File: src/sv/crfp_pkg.sv
// package for the camera reply frame parser
// holds the phase and event codes, header characters and the result item type
// no dependencies

package crfp_pkg;

  // field widths
  localparam int unsigned ByteW   = 8;
  localparam int unsigned MaxLenW = 24;
  localparam int unsigned LenW    = 32;
  localparam int unsigned OffW    = 24;
  localparam int unsigned KindW   = 3;

  // reset value of the maximum image length register (128 KiB)
  localparam logic [MaxLenW-1:0] MaxLenReset = MaxLenW'(128 * 1024);

  // header characters
  localparam logic [ByteW-1:0] ChA = 8'h41;
  localparam logic [ByteW-1:0] ChC = 8'h43;
  localparam logic [ByteW-1:0] ChK = 8'h4B;
  localparam logic [ByteW-1:0] ChR = 8'h52;
  localparam logic [ByteW-1:0] ChE = 8'h45;
  localparam logic [ByteW-1:0] ChS = 8'h53;
  localparam logic [ByteW-1:0] ChI = 8'h49;
  localparam logic [ByteW-1:0] ChM = 8'h4D;
  localparam logic [ByteW-1:0] ChG = 8'h47;
  localparam logic [ByteW-1:0] ChN = 8'h4E;
  localparam logic [ByteW-1:0] ChD = 8'h44;

  // receive phase
  typedef enum logic [2:0] {
    PH_HDR0    = 3'd0,
    PH_HDR1    = 3'd1,
    PH_HDR2    = 3'd2,
    PH_ACK_ST  = 3'd3,
    PH_RES_ST  = 3'd4,
    PH_RES_VAL = 3'd5,
    PH_LEN     = 3'd6,
    PH_DATA    = 3'd7
  } phase_e;

  // event kinds of a result item
  typedef enum logic [KindW-1:0] {
    EV_BURST_ACK  = 3'd0,
    EV_RES_ACK    = 3'd1,
    EV_IMG_START  = 3'd2,
    EV_IMG_BYTE   = 3'd3,
    EV_END        = 3'd4,
    EV_SYNC_LOST  = 3'd5,
    EV_LEN_REJECT = 3'd6
  } event_kind_e;

  // one result item
  typedef struct packed {
    event_kind_e      kind;
    logic [ByteW-1:0] status;
    logic [ByteW-1:0] payload;
    logic [LenW-1:0]  length;
    logic [OffW-1:0]  offset;
    logic             last;
  } result_t;

endpackage

File: src/sv/camera_reply_frame_parser.sv
// camera reply frame parser top level
// deframes ACK, RES, IMG and END replies from a received byte stream
// depends on crfp_pkg

// Usage
// - input channel: one received byte per item on rx_byte_i, in_valid_i and
//   in_stall_o; an item is taken when in_valid_i is high and in_stall_o low
// - output channel: zero or one result item per input item, out_valid_o and
//   out_stall_i; taken when out_valid_o is high and out_stall_i low
// - config channel: cfg_valid_i / cfg_ready_o write max_image_len, always
//   ready; write only while the parser is idle
// - each result is registered, in the result register or the skid entry
// - throughput: one byte per cycle while in_stall_o is low; the phase update
//   and result build are a single logic pass from phase to result register
// - a result register plus one skid entry lets the parser keep taking bytes
//   after the receiver stalls until one more result item is waiting;
//   in_stall_o rises only when the skid entry is full
// - reset: phase returns to waiting for a first header byte, both result
//   entries empty, max_image_len back to 131072

module camera_reply_frame_parser
  import crfp_pkg::*;
(
  input  logic               clk_i,
  input  logic               rst_ni,
  // config write
  input  logic               cfg_valid_i,
  output logic               cfg_ready_o,
  input  logic [MaxLenW-1:0] cfg_wdata_i,
  // byte input
  input  logic               in_valid_i,
  output logic               in_stall_o,
  input  logic [ByteW-1:0]   rx_byte_i,
  // result output
  output logic               out_valid_o,
  input  logic               out_stall_i,
  output logic [KindW-1:0]   event_kind_o,
  output logic [ByteW-1:0]   reply_status_o,
  output logic [ByteW-1:0]   payload_byte_o,
  output logic [LenW-1:0]    announced_length_o,
  output logic [OffW-1:0]    byte_offset_o,
  output logic               last_byte_o
);

  // parser state
  phase_e             phase_q, phase_d;
  logic [ByteW-1:0]   hdr_first_q, hdr_first_d;
  logic [ByteW-1:0]   hdr_second_q, hdr_second_d;
  logic [LenW-1:0]    len_acc_q, len_acc_d;
  logic [1:0]         len_cnt_q, len_cnt_d;
  logic [OffW-1:0]    taken_q, taken_d;
  logic [ByteW-1:0]   held_status_q, held_status_d;
  logic [MaxLenW-1:0] max_len_q;

  // result storage
  logic    out_valid_q, out_valid_d;
  result_t out_q, out_d;
  logic    skid_valid_q, skid_valid_d;
  result_t skid_q, skid_d;

  logic    in_acc;
  logic    out_take;
  logic    res_valid;
  result_t res;

  // combinational helpers
  logic [LenW-1:0] len_full;
  logic [OffW:0]   off_next;
  logic            data_last;

  assign cfg_ready_o = 1'b1;
  assign in_stall_o  = skid_valid_q;
  assign in_acc      = in_valid_i && !skid_valid_q;
  assign out_take    = out_valid_q && !out_stall_i;

  // length as it stands after taking this byte
  always_comb begin
    len_full = len_acc_q | (LenW'(rx_byte_i) << {len_cnt_q, 3'b000});
  end

  assign off_next  = {1'b0, taken_q} + (OffW+1)'(1);
  assign data_last = LenW'(off_next) >= len_acc_q;

  // next phase and parser state
  always_comb begin
    phase_d       = phase_q;
    hdr_first_d   = hdr_first_q;
    hdr_second_d  = hdr_second_q;
    len_acc_d     = len_acc_q;
    len_cnt_d     = len_cnt_q;
    taken_d       = taken_q;
    held_status_d = held_status_q;
    if (in_acc) begin
      unique case (phase_q)
        PH_HDR0: begin
          hdr_first_d = rx_byte_i;
          phase_d     = PH_HDR1;
        end
        PH_HDR1: begin
          hdr_second_d = rx_byte_i;
          phase_d      = PH_HDR2;
        end
        PH_HDR2: begin
          if (hdr_first_q == ChA && hdr_second_q == ChC && rx_byte_i == ChK) begin
            phase_d = PH_ACK_ST;
          end else if (hdr_first_q == ChR && hdr_second_q == ChE && rx_byte_i == ChS) begin
            phase_d = PH_RES_ST;
          end else if (hdr_first_q == ChI && hdr_second_q == ChM && rx_byte_i == ChG) begin
            len_acc_d = '0;
            len_cnt_d = '0;
            phase_d   = PH_LEN;
          end else begin
            len_cnt_d = '0;
            phase_d   = PH_HDR0;
          end
        end
        PH_ACK_ST: phase_d = PH_HDR0;
        PH_RES_ST: begin
          held_status_d = rx_byte_i;
          phase_d       = PH_RES_VAL;
        end
        PH_RES_VAL: phase_d = PH_HDR0;
        PH_LEN: begin
          len_acc_d = len_full;
          if (len_cnt_q != 2'd3) begin
            len_cnt_d = len_cnt_q + 2'd1;
          end else begin
            len_cnt_d = '0;
            if (len_full == '0 || len_full > LenW'(max_len_q)) begin
              phase_d = PH_HDR0;
            end else begin
              taken_d = '0;
              phase_d = PH_DATA;
            end
          end
        end
        PH_DATA: begin
          if (data_last) begin
            taken_d = '0;
            phase_d = PH_HDR0;
          end else begin
            taken_d = off_next[OffW-1:0];
          end
        end
        default: phase_d = PH_HDR0;
      endcase
    end
  end

  // result item built from the current byte
  always_comb begin
    res_valid   = 1'b0;
    res.kind    = EV_SYNC_LOST;
    res.status  = '0;
    res.payload = '0;
    res.length  = '0;
    res.offset  = '0;
    res.last    = 1'b0;
    unique case (phase_q)
      PH_HDR2: begin
        if (hdr_first_q == ChE && hdr_second_q == ChN && rx_byte_i == ChD) begin
          res_valid = 1'b1;
          res.kind  = EV_END;
        end else if (!(hdr_first_q == ChA && hdr_second_q == ChC && rx_byte_i == ChK) &&
                     !(hdr_first_q == ChR && hdr_second_q == ChE && rx_byte_i == ChS) &&
                     !(hdr_first_q == ChI && hdr_second_q == ChM && rx_byte_i == ChG)) begin
          res_valid = 1'b1;
          res.kind  = EV_SYNC_LOST;
        end
      end
      PH_ACK_ST: begin
        res_valid  = 1'b1;
        res.kind   = EV_BURST_ACK;
        res.status = rx_byte_i;
      end
      PH_RES_VAL: begin
        res_valid   = 1'b1;
        res.kind    = EV_RES_ACK;
        res.status  = held_status_q;
        res.payload = rx_byte_i;
      end
      PH_LEN: begin
        if (len_cnt_q == 2'd3) begin
          res_valid  = 1'b1;
          res.length = len_full;
          if (len_full == '0 || len_full > LenW'(max_len_q)) begin
            res.kind = EV_LEN_REJECT;
          end else begin
            res.kind = EV_IMG_START;
          end
        end
      end
      PH_DATA: begin
        res_valid   = 1'b1;
        res.kind    = EV_IMG_BYTE;
        res.payload = rx_byte_i;
        res.offset  = taken_q;
        res.last    = data_last;
      end
      default: res_valid = 1'b0;
    endcase
  end

  // result register and skid entry
  always_comb begin
    out_valid_d  = out_valid_q;
    out_d        = out_q;
    skid_valid_d = skid_valid_q;
    skid_d       = skid_q;
    if (out_take) begin
      out_valid_d = 1'b0;
    end
    if (skid_valid_q && out_take) begin
      out_valid_d  = 1'b1;
      out_d        = skid_q;
      skid_valid_d = 1'b0;
    end else if (in_acc && res_valid) begin
      if (!out_valid_q || out_take) begin
        out_valid_d = 1'b1;
        out_d       = res;
      end else begin
        skid_valid_d = 1'b1;
        skid_d       = res;
      end
    end
  end

  // control registers
  always_ff @(posedge clk_i or negedge rst_ni) begin
    if (!rst_ni) begin
      phase_q       <= PH_HDR0;
      hdr_first_q   <= '0;
      hdr_second_q  <= '0;
      len_acc_q     <= '0;
      len_cnt_q     <= '0;
      taken_q       <= '0;
      held_status_q <= '0;
      max_len_q     <= MaxLenReset;
      out_valid_q   <= 1'b0;
      skid_valid_q  <= 1'b0;
    end else begin
      phase_q       <= phase_d;
      hdr_first_q   <= hdr_first_d;
      hdr_second_q  <= hdr_second_d;
      len_acc_q     <= len_acc_d;
      len_cnt_q     <= len_cnt_d;
      taken_q       <= taken_d;
      held_status_q <= held_status_d;
      out_valid_q   <= out_valid_d;
      skid_valid_q  <= skid_valid_d;
      if (cfg_valid_i && cfg_ready_o) begin
        max_len_q <= cfg_wdata_i;
      end
    end
  end

  // result payload registers
  always_ff @(posedge clk_i) begin
    out_q  <= out_d;
    skid_q <= skid_d;
  end

  assign out_valid_o        = out_valid_q;
  assign event_kind_o       = out_q.kind;
  assign reply_status_o     = out_q.status;
  assign payload_byte_o     = out_q.payload;
  assign announced_length_o = out_q.length;
  assign byte_offset_o      = out_q.offset;
  assign last_byte_o        = out_q.last;

  // skid entry only fills behind a waiting result
  a_skid_behind_out: assert property (@(posedge clk_i) disable iff (!rst_ni)
    skid_valid_q |-> out_valid_q)
    else $error("skid entry holds an item while the result register is empty");

  // an image in progress never runs past its length
  a_data_in_range: assert property (@(posedge clk_i) disable iff (!rst_ni)
    (phase_q == PH_DATA) |-> (LenW'(taken_q) < len_acc_q))
    else $error("image byte count reached the announced length");

  // length byte count is only nonzero while gathering the length
  a_len_cnt_idle: assert property (@(posedge clk_i) disable iff (!rst_ni)
    (phase_q != PH_LEN) |-> (len_cnt_q == 2'd0))
    else $error("length byte count left nonzero outside length gathering");

  // a stalled result is not replaced
  a_out_hold: assert property (@(posedge clk_i) disable iff (!rst_ni)
    (out_valid_q && out_stall_i) |=> (out_valid_q && $stable(out_q)))
    else $error("stalled result changed");

endmodule

File: config.mk
export PLATFORM = sky130hd
export DESIGN_NAME = camera_reply_frame_parser
export DESIGN_NICKNAME = d
export VERILOG_FILES = /design/src/sv/crfp_pkg.sv /design/src/sv/camera_reply_frame_parser.sv
export SDC_FILE = /design/constraint.sdc
export NUM_CORES = 1
export LEC_CHECK = 0
export BUFFER_PORTS_ARGS = -buffer_cell sky130_fd_sc_hd__buf_4
export CORE_MARGIN = 3
export CORE_UTILIZATION = 42
export CTS_CLUSTER_DIAMETER = 150
export DETAILED_ROUTE_END_ITERATION = 10
export GPL_ROUTABILITY_DRIVEN = 0
export PLACE_DENSITY = 0.72
export SLEW_MARGIN = 20
export SYNTH_ARGS = -nofsm -noshare
export SYNTH_HDL_FRONTEND = slang
export SYNTH_SLANG_ARGS = --single-unit
export TNS_END_PERCENT = 100
File: constraint.sdc
create_clock -name clk_i -period 7.5 [get_ports clk_i]
set_input_delay 1.125 -clock clk_i [delete_from_list [all_inputs] [get_ports clk_i]]
set_output_delay 1.125 -clock clk_i [all_outputs]
set_load 0.01 [all_outputs]
# ---- Yosys cells after proc, flatten, opt, wreduce, memory -nomap -nowiden
# Index checks and enable logic that the tools add are counted.
dict set report op_classes {
  eq_ne 28
  n_shift 1
  n_addsub 2
  n_reduce_logical 41
  n_bitwise 3
  mux 42
  order_cmp 2
}
# operator n
set op_table {}
lappend op_table {{$mux 76} 3}
lappend op_table {{$mux 32} 5}
lappend op_table {{$eq 8x7->1 const B} 12}
lappend op_table {{$mux 24} 3}
lappend op_table {{$pmux 32 s2} 1}
lappend op_table {{$pmux 24 s2} 1}
lappend op_table {{$ge 25x32->1} 1}
lappend op_table {{$gt 32x24->1} 1}
lappend op_table {{$logic_not 32->1} 1}
lappend op_table {{$or 32x32->32} 1}
lappend op_table {{$shl 8x5->32} 1}
lappend op_table {{$add 24x1->25 const B} 1}
lappend op_table {{$mux 25} 1}
lappend op_table {{$mux 3} 8}
lappend op_table {{$pmux 3 s7} 1}
lappend op_table {{$ne 2x2->1 const B} 8}
lappend op_table {{$pmux 8 s2} 1}
lappend op_table {{$pmux 3 s5} 1}
lappend op_table {{$logic_and 1x1->1} 14}
lappend op_table {{$eq 3x3->1 const B} 4}
lappend op_table {{$mux 1} 11}
lappend op_table {{$reduce_and 2->1} 5}
lappend op_table {{$mux 8} 1}
lappend op_table {{$reduce_and 4->1} 2}
lappend op_table {{other kinds (16)} 31}
dict set report word_totals {
  ff_bits 263
  wordCells 141
  output_inout_bits 79
  inputBits 37
}

# ---- Logic depth before layout (Yosys ltp)
dict set report logic_depth {
  ltp_word 12
  mapped_depth 18
  mapped_depth_nobuf 14
}

# ---- Worst setup path before layout
# No wires, ideal clock.
dict set report synth_path {
  kind {input-to-reg}
  start {input port rx_byte_i[2]}
  end {register out_q (netlist bit announced_length_o[0]) (enable)}
  path_buffers 1
  path_stages 8
  setup_ns 0.615
  slack_ns -0.512
  t_required_ns 6.885
  arrival_ns 7.397
  cell_sequence {clkbuf_1 nand4b_1 nor4_1 nand2_1 o41ai_1 o31ai_1 o21ai_0 o21ai_0}
}
dict set report synth_between {
  elab_chain_cells 11
  elab_cells_between_ends 19
  classes_between {4 x eq/ne; 3 x mux; 12 x reduce/logical}
}
# element line
set synth_rtl {}
lappend synth_rtl {{start, declared} camera_reply_frame_parser.sv:33} ;# input logic [ByteW-1:0] rx_byte_i,
lappend synth_rtl {{$eq 8x7->1, on equally long branches} {camera_reply_frame_parser.sv:164, camera_reply_frame_parser.sv:165}}
lappend synth_rtl {{$logic_and 1x1->1, on equally long branches} {camera_reply_frame_parser.sv:164, camera_reply_frame_parser.sv:165}}
lappend synth_rtl {{$logic_not 1->1, on equally long branches} {camera_reply_frame_parser.sv:164, camera_reply_frame_parser.sv:165}}
lappend synth_rtl {{$logic_and 1x1->1} camera_reply_frame_parser.sv:164} ;# end else if (!(hdr_first_q == ChA && hdr_second_q == ChC && rx_byte_i == ChK) &&
lappend synth_rtl {{$logic_and 1x1->1} camera_reply_frame_parser.sv:165} ;# !(hdr_first_q == ChR && hdr_second_q == ChE && rx_byte_i == ChS) &&
lappend synth_rtl {{$mux 1} camera_reply_frame_parser.sv:164}
lappend synth_rtl {{$mux 1 (*)} camera_reply_frame_parser.sv:161} ;# if (hdr_first_q == ChE && hdr_second_q == ChN && rx_byte_i == ChD) begin
lappend synth_rtl {{$pmux 1 s3 (*)} camera_reply_frame_parser.sv:159} ;# unique case (phase_q)
lappend synth_rtl {{$logic_and 1x1->1 (*)} camera_reply_frame_parser.sv:217} ;# end else if (in_acc && res_valid) begin
lappend synth_rtl {{$reduce_bool 2->1 (no line) (*)} n/a}
lappend synth_rtl {{$reduce_and 2->1 (no line) (*)} n/a}
lappend synth_rtl {{end signal, assigned} camera_reply_frame_parser.sv:259} ;# out_q <= out_d;
lappend synth_rtl {{end, declared} camera_reply_frame_parser.sv:57} ;# result_t out_q, out_d;
# Mark *: on every way between the ends. The rest lies on a longest branch, timed or not.
# A chain may end at the register's enable or synchronous reset.

# ---- Final worst setup path
dict set report layout_path {
  start {register len_cnt_q[0]}
  end {register taken_q[13]}
}
dict set report layout_between {
  elab_chain_cells 6
  elab_cells_between_ends 9
  classes_between {1 x order compare; 3 x eq/ne; 1 x shift; 1 x bitwise; 3 x reduce/logical}
}
# element line
set layout_rtl {}
lappend layout_rtl {{start, declared} camera_reply_frame_parser.sv:50} ;# logic [1:0] len_cnt_q, len_cnt_d;
lappend layout_rtl {{start signal, assigned} camera_reply_frame_parser.sv:246} ;# len_cnt_q <= len_cnt_d;
lappend layout_rtl {{$shl 8x5->32} camera_reply_frame_parser.sv:78} ;# len_full = len_acc_q | (LenW'(rx_byte_i) << {len_cnt_q, 3'b000});
lappend layout_rtl {{$or 32x32->32} camera_reply_frame_parser.sv:78}
lappend layout_rtl {{$gt 32x24->1 / $logic_not 32->1 (equally long branches)} camera_reply_frame_parser.sv:129} ;# if (len_full == '0 || len_full > LenW'(max_len_q)) begin
lappend layout_rtl {{$logic_or 1x1->1} camera_reply_frame_parser.sv:129}
lappend layout_rtl {{$ne 2x2->1 (no line)} n/a}
lappend layout_rtl {{$reduce_and 4->1 (no line) (*)} n/a}
lappend layout_rtl {{end signal, assigned} camera_reply_frame_parser.sv:247} ;# taken_q <= taken_d;
lappend layout_rtl {{end, declared} camera_reply_frame_parser.sv:51} ;# logic [OffW-1:0] taken_q, taken_d;
# Marks and branches as above.

==> results.md <==
- Initial drt markers: 716
- Final setup fails: 0
- Final period utilization: 0.612
- Max FO, Critical Path: 17
- WHS Endpoint: hdr_first_q[6]
- Min-delay src: hdr_first_q[6]
- Synth Area in Compound Gates: 0.0936
- Slew margin rel.: 0.271
- Core area: 30,000 µm²
- Post-Synth XOR/XNOR Area: 0.0149
- Synth top area cells: edfxtp_1 (35%), dfrtp_1 (21%), mux2_2 (8.5%), ha_1 (4.9%), inv_1 (2.6%)
- Most frequent cells in the layout: edfxtp_1 (152), buf_4 (119), dfrtp_1 (110), mux2_2 (98), inv_1 (88)
- DRT Pass-1 Iters: 5
- IO Pins: 116
- CP startpoint kind: flip-flop
- Clock transition at the registers of the reported paths: 0.07 ns
- RSZ-0062 raised after global routing: false
- Post-route setup TNS: 0 ns
- Worst path required time: 7.92 ns
- Post-synthesis register bit count: 263
- ANT nets after route: 0
- Detailed-route wire length per cell: 18.7 µm
- Worst Path Arrival: 5.01 ns
- Layout cells sized above 1: 0.237
- Fmax: 218 MHz
- Post-layout min period: 4.59 ns
- Area share of the largest cell type after synthesis: 0.354
- Post-Syn Area: 12,900 µm²
- Sequential fraction of the synthesis area: 0.569
- Initial antenna violation count: 0
- Drt total wl: 30,100 µm
- HPWL Detailed: 20,600 µm
- EDFF count, synth: 152
- Commonest non-fill, non-tap cell in the layout: edfxtp_1
- Slew Viols, Final: 0
- Outcome: finished, final reports clean
- DIE HEIGHT: 181 µm
- GRT met1 Usage: 0.250
- ANT cells: 0
- Syn Nets: 1,188
- Global route overflow: 0
- Root Buffer: clkbuf_16
- # Max-Cap Violations: 0
- Slew @ Worst Pin: 1.07 ns
- Maximum number of pins on one net before global-route repair: 85
- Worst R2R End: taken_q[13]
- Post-Synth Adder-Cell Area: 0.0494
- Worst min path class: flip-flop to flip-flop
- Clock buffer depth: 3
- # nets final: 1,284
- Routed vias: 8,954
- H-Tree Depth: 1
- Fill cells: 2,652
- Row cnt: 63
- Placement Cell Area: 14,100 µm²
- Setup bufs post-CTS: 0
- DRC: 0
- PortBufs: 114
- Die ar.: 32,900 µm²
- WHS Path Cells: 1
- Tot GR Track Use: 0.180
- Mean Syn Cell Area: 11.7 µm²
- Setup CP Type: flip-flop to flip-flop
- Worst skew pair latency: 0.54 ns
- Synth Instances: 1,100
- RR Startpoint: len_cnt_q[0]
- FF-to-FF setup slack: 2.91 ns
- Post-Layout Inst Area: 15,000 µm²
- M2 GR Usage: 0.295
- Final Hold Vio Count: 0
- Worst setup EP type: flip-flop
- Hold-fix buffers at CTS: 0
- Area of the multi-input gates: 5020 µm²
- CTS tree: built
- Yosys top cell by area: edfxtp_1
- Leakage: 6.34 nW
- Post-synth ARST share: 0.422
- Power Dens Cells: 313 nW/µm²
- Clk_skew: 0.0137 ns
- TritonCTS Sinks: 263
- Main synth FF type: edfxtp_1
- Main combinational cell family by area after synthesis: simple AND/OR/NAND/NOR gates
- Post-synth cell types: 79
- Simple-Gate Fraction of Synth Area: 0.129
- Initial Util: 0.431
- Worst r2r path cells: 11
- Met3 Use GR: 0.0258
- Chip width: 181 µm
- First-pass GRT wire length: 48,600 µm
- Vias in the first global route: 8,985
- Yosys warns: 0
- Vias per cell: 5.58
- Mux cell area share after synthesis: 0.0984
- Post-cts gate resize count: 0
- Num CTS Buffers: 27
- Gr busiest metal: met2
- Register area: 7340 µm²
- VDD IR max: 0.000174 V
- Layout Area Growth over Synthesis: 16.5%
==> layer usage <==
metal / up-vias / wire length (µm)
li1: 4165 / -
met1: 4409 / 13400
met2: 313 / 14200
met3: 67 / 1660
met4: 0 / 885
met5: - / 0
==> cells in the mapped netlist, types with 13 or more instances <==
library cell / instances
clkbuf_1: 43
mux2_2: 98
inv_1: 88
and3_1: 13
nand3_1: 19
nor2b_1: 14
dfrtp_1: 110
nand4_1: 14
and2_1: 18
nand2_1: 65
o21ai_0: 50
edfxtp_1: 152
ha_1: 51
or3_1: 28
a21oi_1: 55
xnor2_1: 18
nor2_1: 80
==> flip-flops by register name (all words and copies together), names as in the netlist <==
| name | cells |
|---|---|
| announced_length_o | 32 |
| phase_q | 3 |
| len_cnt_q | 2 |
| held_status_q | 8 |
| hdr_second_q | 8 |
| event_kind_o | 3 |
| out_valid_o | 1 |
| max_len_q | 24 |
| in_stall_o | 1 |
| hdr_first_q | 8 |
| byte_offset_o | 24 |
| last_byte_o | 1 |
| payload_byte_o | 8 |
| taken_q | 24 |
| reply_status_o | 8 |
| len_acc_q | 32 |
| skid_q | 76 |
==> per-stage QoR <==
step	util	worst slack, ns	cells	total power, mW	hold WS, ns
floorplan	-	1.52	1100	2.87	0.471
global placement	0.470	2.79	1556	3.26	0.480
detailed placement	0.470	2.70	1556	3.31	0.489
CTS	0.501	2.94	1605	4.72	0.502
global route	0.502	2.68	1606	4.99	0.519
finish	0.502	2.91	1606	4.71	0.499
==> worst max path at each step <==
stage / start / end / slack [ns] / depth (start not counted)
2_1_floorplan: rx_byte_i[2] / announced_length_o[0] / 1.52 / 8
3_3_place_gp: rx_byte_i[5] / taken_q[19] / 2.79 / 11
3_5_place_dp: rx_byte_i[5] / taken_q[16] / 2.70 / 11
4_1_cts: len_cnt_q[0] / taken_q[16] / 2.94 / 11
5_1_grt: len_cnt_q[0] / taken_q[16] / 2.68 / 11
6_report: len_cnt_q[0] / taken_q[13] / 2.91 / 11
==> worst max-delay path, cell delays in order (launching register included) <==
cell      delay, ns
dfrtp_1        0.53
nor2b_1        0.65
a21oi_1        0.29
inv_1          0.15
ha_1           0.25
nand4_1        0.12
nor3_1         0.10
a21boi_0       0.13
or4b_1         0.56
a211oi_2       0.44
o21a_1         0.84
mux2_1         0.39
==> area by class of cell <==
| type | instances | area share |
|---|---|---|
| clock inverter | 20 | 0.0156 |
| multi-input combinational | 694 | 0.333 |
| timing repair buffer | 121 | 0.0620 |
| tap | 390 | 0.0324 |
| sequential | 263 | 0.488 |
| clock buffer | 29 | 0.0461 |
| inverter | 89 | 0.0222 |
==> power by group <==
part	switching (mW)	internal [mW]
sequential	0.203	1.80
clock	0.562	0.840
combinational	0.769	0.542
total	1.53	3.18
==> cell families after synthesis <==
family	Yosys count
AND/OR/NAND/NOR	314
adder cells (fa/ha/maj)	51
other	1
AO/OA/AOI/OAI	192
buffers and inverters	143
XOR/XNOR	22
flip-flops	263
multiplexers	114
Note: power is estimated with default switching activity, not from simulation.
